==> src/hdl/sw7seg_pkg.sv <==
// Shared types, constants and helper functions for the stopwatch display block.
`default_nettype none

package sw7seg_pkg;

  // Field widths
  localparam int unsigned DEB_W   = 4;
  localparam int unsigned LIM_W   = 6;
  localparam int unsigned MIN_W   = 7;
  localparam int unsigned DIGIT_W = 4;
  localparam int unsigned PHASE_W = 2;
  localparam int unsigned SEG_W   = 7;
  localparam int unsigned APB_AW  = 4;
  localparam int unsigned APB_DW  = 32;

  // Counter limits
  localparam logic [MIN_W-1:0] MINUTE_MAX = 7'd99;
  localparam logic [LIM_W-1:0] COUNT_SAT  = 6'd63;
  localparam logic [DEB_W-1:0] PRESS_SAT  = 4'd15;

  // Register reset values
  localparam logic [DEB_W-1:0] DEBOUNCE_RST  = 4'd5;
  localparam logic [LIM_W-1:0] SUB_LIMIT_RST = 6'd59;
  localparam logic [LIM_W-1:0] SEC_LIMIT_RST = 6'd59;

  // All segments off
  localparam logic [SEG_W-1:0] SEG_BLANK = 7'h7f;

  // Register index, taken from paddr[3:2]
  typedef enum logic [1:0] {
    REG_DEBOUNCE  = 2'd0,
    REG_SUB_LIMIT = 2'd1,
    REG_SEC_LIMIT = 2'd2
  } reg_idx_t;

  // Tick kind
  typedef enum logic {
    OP_COUNT   = 1'b0,
    OP_DISPLAY = 1'b1
  } op_t;

  typedef struct packed {
    logic [DEB_W-1:0] debounce_ticks;
    logic [LIM_W-1:0] subsecond_limit;
    logic [LIM_W-1:0] second_limit;
  } cfg_t;

  typedef struct packed {
    logic [SEG_W-1:0]   segments_n;
    logic [PHASE_W-1:0] digit_index;
    logic               led_on;
    logic               is_paused;
    logic [LIM_W-1:0]   subsecond_count;
    logic [LIM_W-1:0]   second_count;
    logic [MIN_W-1:0]   minute_count;
    logic               minutes_mode;
  } result_t;

  // Active-low pattern, bit0 = a .. bit6 = g; codes above nine are blank
  function automatic logic [SEG_W-1:0] seg_pattern(input logic [DIGIT_W-1:0] digit);
    logic [SEG_W-1:0] pat;
    case (digit)
      4'd0:    pat = 7'h40;
      4'd1:    pat = 7'h79;
      4'd2:    pat = 7'h24;
      4'd3:    pat = 7'h30;
      4'd4:    pat = 7'h19;
      4'd5:    pat = 7'h12;
      4'd6:    pat = 7'h02;
      4'd7:    pat = 7'h78;
      4'd8:    pat = 7'h00;
      4'd9:    pat = 7'h10;
      default: pat = SEG_BLANK;
    endcase
    return pat;
  endfunction

  // Quotient by ten through a reciprocal multiply; exact for values up to 127
  function automatic logic [DIGIT_W-1:0] div10(input logic [MIN_W-1:0] val);
    logic [14:0] prod;
    prod = {8'd0, val} * 15'd205;
    return prod[14:11];
  endfunction

endpackage

`default_nettype wire

==> src/hdl/sw7seg_cfg.sv <==
// APB register file for debounce length and rollover limits.
`default_nettype none

module sw7seg_cfg (
  input  wire logic                            clk,
  input  wire logic                            rst_n,
  input  wire logic                            psel,
  input  wire logic                            penable,
  input  wire logic                            pwrite,
  input  wire logic [sw7seg_pkg::APB_AW-1:0]   paddr,
  input  wire logic [sw7seg_pkg::APB_DW-1:0]   pwdata,
  output      logic [sw7seg_pkg::APB_DW-1:0]   prdata,
  output      logic                            pready,
  output      sw7seg_pkg::cfg_t                cfg
);

  sw7seg_pkg::cfg_t cfg_r;
  sw7seg_pkg::reg_idx_t idx;
  logic wr_en;

  assign pready = 1'b1;
  assign idx    = sw7seg_pkg::reg_idx_t'(paddr[3:2]);
  assign wr_en  = psel & penable & pwrite & pready;
  assign cfg    = cfg_r;

  // Write on the access phase; unknown addresses are dropped
  always_ff @(posedge clk) begin
    if (!rst_n) begin
      cfg_r.debounce_ticks  <= sw7seg_pkg::DEBOUNCE_RST;
      cfg_r.subsecond_limit <= sw7seg_pkg::SUB_LIMIT_RST;
      cfg_r.second_limit    <= sw7seg_pkg::SEC_LIMIT_RST;
    end else if (wr_en) begin
      unique case (idx)
        sw7seg_pkg::REG_DEBOUNCE:
          cfg_r.debounce_ticks <= pwdata[sw7seg_pkg::DEB_W-1:0];
        sw7seg_pkg::REG_SUB_LIMIT:
          cfg_r.subsecond_limit <= pwdata[sw7seg_pkg::LIM_W-1:0];
        sw7seg_pkg::REG_SEC_LIMIT:
          cfg_r.second_limit <= pwdata[sw7seg_pkg::LIM_W-1:0];
        default: ;
      endcase
    end
  end

  // Read back, zero extended
  always_comb begin
    prdata = '0;
    unique case (idx)
      sw7seg_pkg::REG_DEBOUNCE:
        prdata = {{(sw7seg_pkg::APB_DW-sw7seg_pkg::DEB_W){1'b0}}, cfg_r.debounce_ticks};
      sw7seg_pkg::REG_SUB_LIMIT:
        prdata = {{(sw7seg_pkg::APB_DW-sw7seg_pkg::LIM_W){1'b0}}, cfg_r.subsecond_limit};
      sw7seg_pkg::REG_SEC_LIMIT:
        prdata = {{(sw7seg_pkg::APB_DW-sw7seg_pkg::LIM_W){1'b0}}, cfg_r.second_limit};
      default: prdata = '0;
    endcase
  end

endmodule

`default_nettype wire

==> src/hdl/sw7seg_core.sv <==
// Stopwatch state and the single-pass tick update that forms each result.
`default_nettype none

module sw7seg_core (
  input  wire logic               clk,
  input  wire logic               rst_n,
  input  wire logic               step,
  input  wire logic               op,
  input  wire logic               pause_n,
  input  wire logic               reset_n,
  input  wire sw7seg_pkg::cfg_t   cfg,
  output      sw7seg_pkg::result_t res
);

  logic [sw7seg_pkg::LIM_W-1:0]   subsec_r, subsec_nxt;
  logic [sw7seg_pkg::LIM_W-1:0]   sec_r, sec_nxt;
  logic [sw7seg_pkg::MIN_W-1:0]   min_r, min_nxt;
  logic                           mmode_r, mmode_nxt;
  logic [sw7seg_pkg::DEB_W-1:0]   press_cnt_r, press_cnt_nxt;
  logic                           armed_r, armed_nxt;
  logic                           paused_r, paused_nxt;
  logic                           led_r, led_nxt;
  logic [sw7seg_pkg::PHASE_W-1:0] phase_r, phase_nxt;
  logic [sw7seg_pkg::DIGIT_W-1:0] digit_r, digit_nxt;

  logic [sw7seg_pkg::LIM_W-1:0]   ss_roll, s_roll;
  logic [sw7seg_pkg::MIN_W-1:0]   m_roll;
  logic                           mm_roll;
  logic [sw7seg_pkg::MIN_W-1:0]   shown;
  logic [sw7seg_pkg::DIGIT_W-1:0] quot;
  logic [sw7seg_pkg::DIGIT_W-1:0] rem;
  logic                           any_press;
  logic                           clear_req;
  logic [sw7seg_pkg::SEG_W-1:0]   seg;

  // Rollover: sub-seconds into seconds, else seconds into minutes
  always_comb begin
    ss_roll = subsec_r;
    s_roll  = sec_r;
    m_roll  = min_r;
    mm_roll = mmode_r;
    if (subsec_r > cfg.subsecond_limit) begin
      if (sec_r < sw7seg_pkg::COUNT_SAT) begin
        s_roll = sec_r + 1'b1;
      end
      ss_roll = '0;
    end else if (sec_r > cfg.second_limit) begin
      m_roll  = (min_r >= sw7seg_pkg::MINUTE_MAX) ? '0 : min_r + 1'b1;
      s_roll  = '0;
      mm_roll = 1'b1;
    end
  end

  // Pick the digit for the current scan phase and split it by ten
  always_comb begin
    if (phase_r[1]) begin
      shown = mm_roll ? m_roll : {1'b0, s_roll};
    end else begin
      shown = mm_roll ? {1'b0, s_roll} : {1'b0, ss_roll};
    end
    quot = sw7seg_pkg::div10(shown);
    rem  = 4'(shown - ({3'b0, quot} * 7'd10));
  end

  // Apply the tick on top of the rolled-over state
  always_comb begin
    subsec_nxt    = ss_roll;
    sec_nxt       = s_roll;
    min_nxt       = m_roll;
    mmode_nxt     = mm_roll;
    press_cnt_nxt = press_cnt_r;
    armed_nxt     = armed_r;
    paused_nxt    = paused_r;
    led_nxt       = led_r;
    phase_nxt     = phase_r;
    digit_nxt     = digit_r;
    seg           = sw7seg_pkg::SEG_BLANK;
    any_press     = ~pause_n | ~reset_n;
    clear_req     = 1'b0;

    if (op == sw7seg_pkg::OP_DISPLAY) begin
      seg       = sw7seg_pkg::seg_pattern(digit_r);
      phase_nxt = phase_r + 1'b1;
      digit_nxt = phase_r[0] ? rem : quot;
    end else begin
      // Debounce the buttons
      if (any_press) begin
        if (armed_r && press_cnt_r == cfg.debounce_ticks) begin
          if (!pause_n) begin
            led_nxt    = ~led_nxt;
            paused_nxt = ~paused_nxt;
          end
          if (!reset_n) begin
            led_nxt   = ~led_nxt;
            clear_req = 1'b1;
          end
        end else if (!armed_r) begin
          armed_nxt     = 1'b1;
          press_cnt_nxt = '0;
        end
      end else begin
        armed_nxt = 1'b0;
      end
      if (press_cnt_nxt < sw7seg_pkg::PRESS_SAT) begin
        press_cnt_nxt = press_cnt_nxt + 1'b1;
      end
      // Count unless paused
      if (!paused_nxt && ss_roll < sw7seg_pkg::COUNT_SAT) begin
        subsec_nxt = ss_roll + 1'b1;
      end
      if (clear_req) begin
        subsec_nxt = '0;
        sec_nxt    = '0;
        min_nxt    = '0;
        mmode_nxt  = 1'b0;
        paused_nxt = ~paused_nxt;
      end
    end
  end

  // Result fields from the updated state
  always_comb begin
    res.segments_n      = seg;
    res.digit_index     = phase_nxt;
    res.led_on          = led_nxt;
    res.is_paused       = paused_nxt;
    res.subsecond_count = subsec_nxt;
    res.second_count    = sec_nxt;
    res.minute_count    = min_nxt;
    res.minutes_mode    = mmode_nxt;
  end

  // Commit state on each processed tick
  always_ff @(posedge clk) begin
    if (!rst_n) begin
      subsec_r    <= '0;
      sec_r       <= '0;
      min_r       <= '0;
      mmode_r     <= 1'b0;
      press_cnt_r <= '0;
      armed_r     <= 1'b0;
      paused_r    <= 1'b0;
      led_r       <= 1'b0;
      phase_r     <= '0;
      digit_r     <= '0;
    end else if (step) begin
      subsec_r    <= subsec_nxt;
      sec_r       <= sec_nxt;
      min_r       <= min_nxt;
      mmode_r     <= mmode_nxt;
      press_cnt_r <= press_cnt_nxt;
      armed_r     <= armed_nxt;
      paused_r    <= paused_nxt;
      led_r       <= led_nxt;
      phase_r     <= phase_nxt;
      digit_r     <= digit_nxt;
    end
  end

endmodule

`default_nettype wire

==> src/hdl/stopwatch_seven_segment.sv <==
// Top level: input register, tick update core, result register and APB registers.
//
//   channel | direction | handshake          | payload
//   in_     | input     | in_valid/in_stall   | operation, pause_button_n, reset_button_n
//   out_    | output    | out_valid/out_stall | segments_n .. minutes_mode
//   APB     | input     | psel/penable/pready | debounce_ticks, subsecond_limit, second_limit
//
// One tick per cycle is sustained while out_stall is low; each tick passes the input register
// and then the result register, and its result is presented from the result register.
// The update of all counters and the digit split by ten is one combinational pass.
// Reset (rst_n low, synchronous) clears all counters, flags and scan state and
// restores the register defaults.
// A stalled result holds; the input register keeps taking ticks until it is also full.

`default_nettype none

module stopwatch_seven_segment (
  input  wire logic                               clk,
  input  wire logic                               rst_n,
  // tick input
  input  wire logic                               in_valid,
  output      logic                               in_stall,
  input  wire logic                               in_operation,
  input  wire logic                               in_pause_button_n,
  input  wire logic                               in_reset_button_n,
  // result output
  output      logic                               out_valid,
  input  wire logic                               out_stall,
  output      logic [sw7seg_pkg::SEG_W-1:0]       out_segments_n,
  output      logic [sw7seg_pkg::PHASE_W-1:0]     out_digit_index,
  output      logic                               out_led_on,
  output      logic                               out_is_paused,
  output      logic [sw7seg_pkg::LIM_W-1:0]       out_subsecond_count,
  output      logic [sw7seg_pkg::LIM_W-1:0]       out_second_count,
  output      logic [sw7seg_pkg::MIN_W-1:0]       out_minute_count,
  output      logic                               out_minutes_mode,
  // configuration
  input  wire logic                               psel,
  input  wire logic                               penable,
  input  wire logic                               pwrite,
  input  wire logic [sw7seg_pkg::APB_AW-1:0]      paddr,
  input  wire logic [sw7seg_pkg::APB_DW-1:0]      pwdata,
  output      logic [sw7seg_pkg::APB_DW-1:0]      prdata,
  output      logic                               pready
);

  logic                in_valid_r;
  logic                op_r;
  logic                pause_n_r;
  logic                reset_n_r;
  logic                out_valid_r;
  sw7seg_pkg::result_t res_r;
  sw7seg_pkg::result_t res_nxt;
  sw7seg_pkg::cfg_t    cfg;
  logic                advance;
  logic                step;

  sw7seg_cfg u_cfg (
    .clk     (clk),
    .rst_n   (rst_n),
    .psel    (psel),
    .penable (penable),
    .pwrite  (pwrite),
    .paddr   (paddr),
    .pwdata  (pwdata),
    .prdata  (prdata),
    .pready  (pready),
    .cfg     (cfg)
  );

  sw7seg_core u_core (
    .clk     (clk),
    .rst_n   (rst_n),
    .step    (step),
    .op      (op_r),
    .pause_n (pause_n_r),
    .reset_n (reset_n_r),
    .cfg     (cfg),
    .res     (res_nxt)
  );

  // Result register is free or drains this cycle
  assign advance  = ~out_valid_r | ~out_stall;
  assign step     = in_valid_r & advance;
  assign in_stall = in_valid_r & ~advance;

  // Input register: take a transfer, or drop the tick once processed
  always_ff @(posedge clk) begin
    if (!rst_n) begin
      in_valid_r <= 1'b0;
    end else if (in_valid && !in_stall) begin
      in_valid_r <= 1'b1;
    end else if (advance) begin
      in_valid_r <= 1'b0;
    end
  end

  always_ff @(posedge clk) begin
    if (in_valid && !in_stall) begin
      op_r      <= in_operation;
      pause_n_r <= in_pause_button_n;
      reset_n_r <= in_reset_button_n;
    end
  end

  // Result register
  always_ff @(posedge clk) begin
    if (!rst_n) begin
      out_valid_r <= 1'b0;
    end else if (advance) begin
      out_valid_r <= step;
    end
  end

  always_ff @(posedge clk) begin
    if (step) begin
      res_r <= res_nxt;
    end
  end

  assign out_valid           = out_valid_r;
  assign out_segments_n      = res_r.segments_n;
  assign out_digit_index     = res_r.digit_index;
  assign out_led_on          = res_r.led_on;
  assign out_is_paused       = res_r.is_paused;
  assign out_subsecond_count = res_r.subsecond_count;
  assign out_second_count    = res_r.second_count;
  assign out_minute_count    = res_r.minute_count;
  assign out_minutes_mode    = res_r.minutes_mode;

endmodule

`default_nettype wire
==> config.mk <==
export PLATFORM = sky130hd
export DESIGN_NAME = stopwatch_seven_segment
export DESIGN_NICKNAME = d
export VERILOG_FILES = /design/src/hdl/sw7seg_pkg.sv /design/src/hdl/sw7seg_cfg.sv /design/src/hdl/sw7seg_core.sv /design/src/hdl/stopwatch_seven_segment.sv
export SDC_FILE = /design/constraint.sdc
export NUM_CORES = 1
export LEC_CHECK = 0
export ABC_AREA = 1
export BUFFER_PORTS_ARGS = -buffer_cell sky130_fd_sc_hd__buf_2
export CORE_UTILIZATION = 45
export DETAILED_ROUTE_END_ITERATION = 8
export PLACE_DENSITY = 0.69
export SYNTH_ARGS = -nofsm -noshare
export SYNTH_HDL_FRONTEND = slang
export SYNTH_HIERARCHICAL = 1
export SYNTH_SLANG_ARGS = --single-unit
==> constraint.sdc <==
create_clock -name clk -period 5.7 [get_ports clk]
set_input_delay 0.57 -clock clk [delete_from_list [all_inputs] [get_ports clk]]
set_output_delay 0.57 -clock clk [all_outputs]
set_load 0.005 [all_outputs]
# Word-level counts from Yosys, hierarchy flattened
# Memory sizes are Yosys's and may differ from the RTL's. A register that Yosys moved wholly into a read port is not among the register bits.
# Index checks and enable logic that the tools add are counted.
# totals
out_inout_bits,66
n_memories,1
input_bits,46
rom_bits,112
register_bits,78
# classes
n_reduce_logical,14
add_sub_neg,6
muxes,51
eq_ne,4
n_lt_le_gt_ge,6
n_mul,2
bitwise_logic,16
# mem_list
name,depth,width,read_ports,rd_ports_with_merged_regs,wr,line,text
(no name shown),16,7,1,1,0,sw7seg_pkg.sv:62,case (digit)
# ops
cell,count
2-to-1 mux 6 bit,10
2-to-1 mux 7 bit,7
2-to-1 mux 1 bit,26
2-to-1 mux 4 bit,6
one-hot mux 6 bit (3 select lines),1
multiplier 7 x 8 -> 15 bit (second input constant),1
adder 6 x 1 -> 6 bit (second input constant),2
greater-than comparator 6 bit,2
less-than comparator 6 bit (second input constant),2
NOT 1 bit,10
AND reduction 2 bit,5
adder 7 x 1 -> 7 bit (second input constant),1
>= comparator 7 bit (second input constant),1
adder 4 x 1 -> 4 bit (second input constant),1
AND 1 bit,4
equality test 4 bit,1
less-than comparator 4 bit (second input constant),1
multiplier 4 x 3 -> 3 bit (second input constant),1
subtractor 4 bit,1
logical AND 1 bit,3
logical NOT 1 bit,3
AND reduction 3 bit,1
adder 2 x 1 -> 2 bit (second input constant),1
equality test 2 x 1 -> 1 bit (second input constant),1
6 further kinds,7

# Logic depth before layout (Yosys ltp)
# logic_depth
word_depth,10
mapped_depth,47
mapped_depth_nobuf,46

# Hierarchy
# Netlist, hierarchy kept.
# modules_own_cells
module,cells_per_inst,seq_area_each_um2,area_each_um2,instances
sw7seg_core,642,800.8,4211.5,1
stopwatch_seven_segment,47,1061.0,1116.1,1
sw7seg_cfg,142,320.3,954.7,1

# Worst setup path before layout
# OpenSTA, ideal clock, no wires.
# synth_path
kind,flip-flop to flip-flop
start,"reg u_cfg.cfg_r, in the netlist u_cfg/cfg[5]"
end,reg (tool-made name)
slack_ps,-197
path_buffers,1
stages_incl_launch_ff,46
t_arrival_ps,5785
t_required_ps,5588
cell_sequence,dfxtp_1 inv_1 ha_1 nand2_1 nor2_2 nand3_1 inv_1 nor2_2 nand2_2 buf_6 nor3_1 nand2_1 inv_1 nand2_1 nand2_1 nor2_1 nand2_1 o211ai_1 [... 10 more ...] a21boi_0 nor2_1 nand2_2 nand2_2 nand2_2 ha_1 fa_1 xor2_2 inv_1 nand3_1 nand2_1 inv_1 nand2_1 nand3_2 nand2_2 nand2_2 nand2_1 nand2_1
# synth_rtl
item,line,text
from (decl),sw7seg_cfg.sv:17,sw7seg_pkg::cfg_t cfg_r;

==> results.yml <==
final_layout:
  drive_above_1_share_pct: 31.98
  syn2layout_area_growth_pct: 29.02
  diodes: 0
  layout.nets: 1088
  utilization_pct: 60.25
  fillers: 1230
setup_path:
  r2r_start: "u_cfg/cfg[3]$_SDFFE_PN1P_"
  regToRegSetupSlack_ns: -0.27
  crit_path_max_incr_delay_ns: 0.54
  path_common_cell: "nand2_1"
  criticalPathCategory: "register to register"
  end_kind: "register"
  crit_family: "adder cells"
  crit_fanout: 7
  crit_slowest_cell: "fa_1"
  cp-start-kind: "register"
  cp_num_buf_inv: 8
  crit_arrival_ns: 6.23
  required_ns: 5.95
  reg2reg_depth: 43
floorplanning:
  core_area_mm2: 0.01345
  dieArea_mm2: 0.01444
  die_h_um: 120.2
  num_rows: 42
  initial_core_util_pct: 46.70
  num_io_pins: 112
  die_x_um: 120.2
detailed_routing:
  drt_iter0_drc: 294
  routed_wl_um: 14550
  vias_per_cell: 4.814
  vias: 5589
  antenna_left: 0
  firstDrtPassIters: 4
  detail_route.wl_per_cell_um: 12.53
  drc: 0
hold_path:
  hold_path_class: "primary input to register"
  holdPathEnd: "op_r$_DFFE_PP_"
  hold_path_depth: 1
  min_from: "in_operation"
sta:
  rsz0062_at_grt: "true"
  worst_slack_ns: -0.2743
  timing.fmax_ghz: 0.1674
  fin_crit_sh_pct: 104.8
  setup_tns_ns: -2.004
  finalCriticalPeriod_ns: 5.974
  finalMaxSlewViolations: 0
  fin_skew_ns: 0.009445
  tightest_slew_ns: 0.6921
  holdWs_ns: 0.3913
  slew_headroom_pct: 53.58
  final-hold-violation-count: 0
  setup_viol: 9
synthesis:
  synth.distinct_cells: 46
  synth-seq-area-share_pct: 34.73
  syn-cell-area_mm2: 0.006282
  synth-main-ff-cell: "dfxtp_1"
  async_reset_ff_share_pct: 0
  synth_area_per_cell_um2: 7.560
  yosys_warnings: 6
  synth_edf_count: 34
  netlist_instances: 831
  synth-seq-cells: 92
global_route:
  grt_max_degree: 62
  grt_pass1_vias: 5022
  grt_usage_pct: 20.44
  grt_overflow: 0
  grt_pass1_wl_um: 23050
  antenna_found_initial: 0
place:
  pre_cts_ws_ns: -0.4291
  hpwl_um: 10660
  place.gp.congestion: 0.8862
  portBuffers: 56
power:
  p_leak_uw: 0.004144
  pwr-share-clk_pct: 39.6
  p_int_uw: 1213
  p_seq_share_pct: 43.9
  powerDensity_mw_per_mm2: 203.7
  share_comb_of_total_power_pct: 16.6
  max-vdd-ir-drop_mv: 0.1309
  p_sw_uw: 438.5
  p_sw_share_pct: 26.56
cts:
  clock-sinks: 92
  h-tree-depth: 3
  worst_skew_pair.late_latency_ns: 0.36
  cts_tree: "done"
  cts_buffers: 9
  clockBufferDepth: 2
  clockRootBuffer: "clkbuf_16"
  clkTransAtPathRegs_ns: 0.07
status:
  status: "finished with violations"
  violations: "setup timing"
run:
  cap_viol_max_count: 0
[worst reg2reg max path: cells and delay by family, from the launching register on]
family / cells / cell delay, ns
adder cells (fa/ha/maj): 8 / 2.63
AND/OR/NAND/NOR: 24 / 1.90
buffers and inverters: 8 / 0.50
AO/OA/AOI/OAI: 2 / 0.35
flip-flops: 1 / 0.33
XOR/XNOR: 1 / 0.16
[flip-flops by register name, summed over array words and instances (netlist names), 6 cells and up, named ones only]
| name | cells |
|---|---|
| u_core/subsec_r | 6 |
| u_core/sec_r | 6 |
| out_segments_n | 7 |
| u_core/min_r | 7 |
| out_subsecond_count | 6 |
| out_second_count | 6 |
| out_minute_count | 7 |
| u_cfg/cfg | 16 |
[what timing repair did]
item	in CTS	in global routing
endpoints found under the setup margin	9	10
pin swaps	29	33
resized for setup	39	44
setup buffers	10	6
cloned	0	0
hold buffers	0	0
[cell usage after synthesis, types with 2 or more instances]
cell / n / area, um^2
buf_6: 3 / 33.78
a211oi_1: 5 / 37.54
a221oi_1: 2 / 17.52
ha_1: 53 / 663.1
nor3_1: 8 / 40.04
nor2_2: 5 / 31.28
a22oi_1: 2 / 15.01
a21oi_1: 41 / 205.2
nor2_1: 66 / 247.7
dfxtp_1: 58 / 1161
nand4_1: 4 / 25.02
nand3_2: 8 / 80.08
buf_4: 30 / 225.2
a21oi_2: 2 / 17.52
o21ai_1: 4 / 20.02
a21oi_4: 2 / 32.53
o211ai_1: 2 / 15.01
nand2_1: 211 / 792.0
o21ai_0: 26 / 130.1
xor2_1: 9 / 78.83
nand3_1: 52 / 260.3
inv_1: 122 / 457.9
clkinv_1: 3 / 11.26
buf_1: 2 / 7.510
nand3_4: 2 / 35.03
or2_2: 9 / 56.30
clkbuf_1: 6 / 22.52
xor2_2: 2 / 32.53
conb_1: 2 / 7.510
nor2_4: 5 / 56.30
nor4_1: 2 / 12.51
inv_2: 6 / 22.52
xnor2_1: 2 / 17.52
nand2_2: 22 / 137.6
edfxtp_1: 34 / 1021
fa_1: 9 / 180.2
[power by group through the flow]
stage                     Combinational, uW  Sequential, uW  Clock, uW
after floorplan                         161             738          0
after global placement                  236             738          0
after detailed placement                240             738          0
after CTS                               254             724        671
after global routing                    304             727        689
final                                   273             725        653
[metal layers]
layer	track usage, %	routed length (um)	part of all wire [%]
met1	26.06	6591	45
met2	34.52	7132	49
met3	2.994	587	4.0
met4	8.203	238	1.6
met5	0	0	0
[placed cells by master, fill, tap and decap left out, types with 8 or more instances in the layout]
| cell type | n |
|---|---|
| nand2_1 | 191 |
| inv_1 | 112 |
| buf_4 | 97 |
| nor2_1 | 60 |
| buf_2 | 56 |
| nand3_1 | 50 |
| dfxtp_1 | 47 |
| ha_1 | 39 |
| a21oi_1 | 36 |
| edfxtp_1 | 34 |
| nand2_2 | 32 |
| conb_1 | 27 |
| o21ai_0 | 22 |
| inv_2 | 16 |
| ha_4 | 13 |
| dfxtp_2 | 11 |
| nand2_4 | 10 |
| nand3_2 | 9 |
| clkbuf_16 | 9 |
| nor2_4 | 9 |
| xor2_1 | 9 |
| or2_2 | 9 |
| fa_1 | 8 |
[worst max-delay path by stage]
stage / start / endpoint / slack (ns) / depth (start not counted)
after floorplan: u_cfg/cfg[3]$_SDFFE_PN1P_ / register / 0.01 / 44
after global placement: u_cfg/cfg[5]$_SDFFE_PN1P_ / register / -0.34 / 44
after detailed placement: u_cfg/cfg[4]$_SDFFE_PN1P_ / register / -0.43 / 42
after CTS: u_cfg/cfg[4]$_SDFFE_PN1P_ / register / -0.27 / 43
after global routing: u_cfg/cfg[3]$_SDFFE_PN1P_ / register / -0.63 / 43
final: u_cfg/cfg[3]$_SDFFE_PN1P_ / register / -0.27 / 43
[kinds of logic (layout without fill, tap and decap cells)]
family                     count (synthesis)  after routing  share of synthesized area [%]
other                                      2             27                         0.1195
and+or+nand+nor                          397            397                          28.64
muxes                                      1              1                         0.1593
AOI/OAI and AO/OA                         90             90                          8.265
xor gates and xnor gates                  13             13                          2.051
DFF                                       92             92                          34.73
buffers and inverters                    174            303                          12.61
adders and majority gates                 62             62                          13.42
[final cells by class]
type                    count  area, um^2  area share [%]
flip-flops and latches     92        2196           27.09
clock inverters             7       100.1           1.235
repair buffers            155        1035           12.77
clock buffers               9       225.2           2.779
well taps                 176       220.2           2.717
multi-input cells         590        3827           47.22
inverters                 132       501.7           6.190
[stage by stage]
stage	instances	total power [uW]	instance area (um^2)
2_1_floorplan	856	898.6	6467
3_3_place_gp	1129	973.6	7308
3_5_place_dp	1129	978.6	7308
4_1_cts	1155	1649	7856
5_1_grt	1161	1720	8105
6_report	1161	1651	8105
Note: power is estimated with default switching activity, not from simulation.
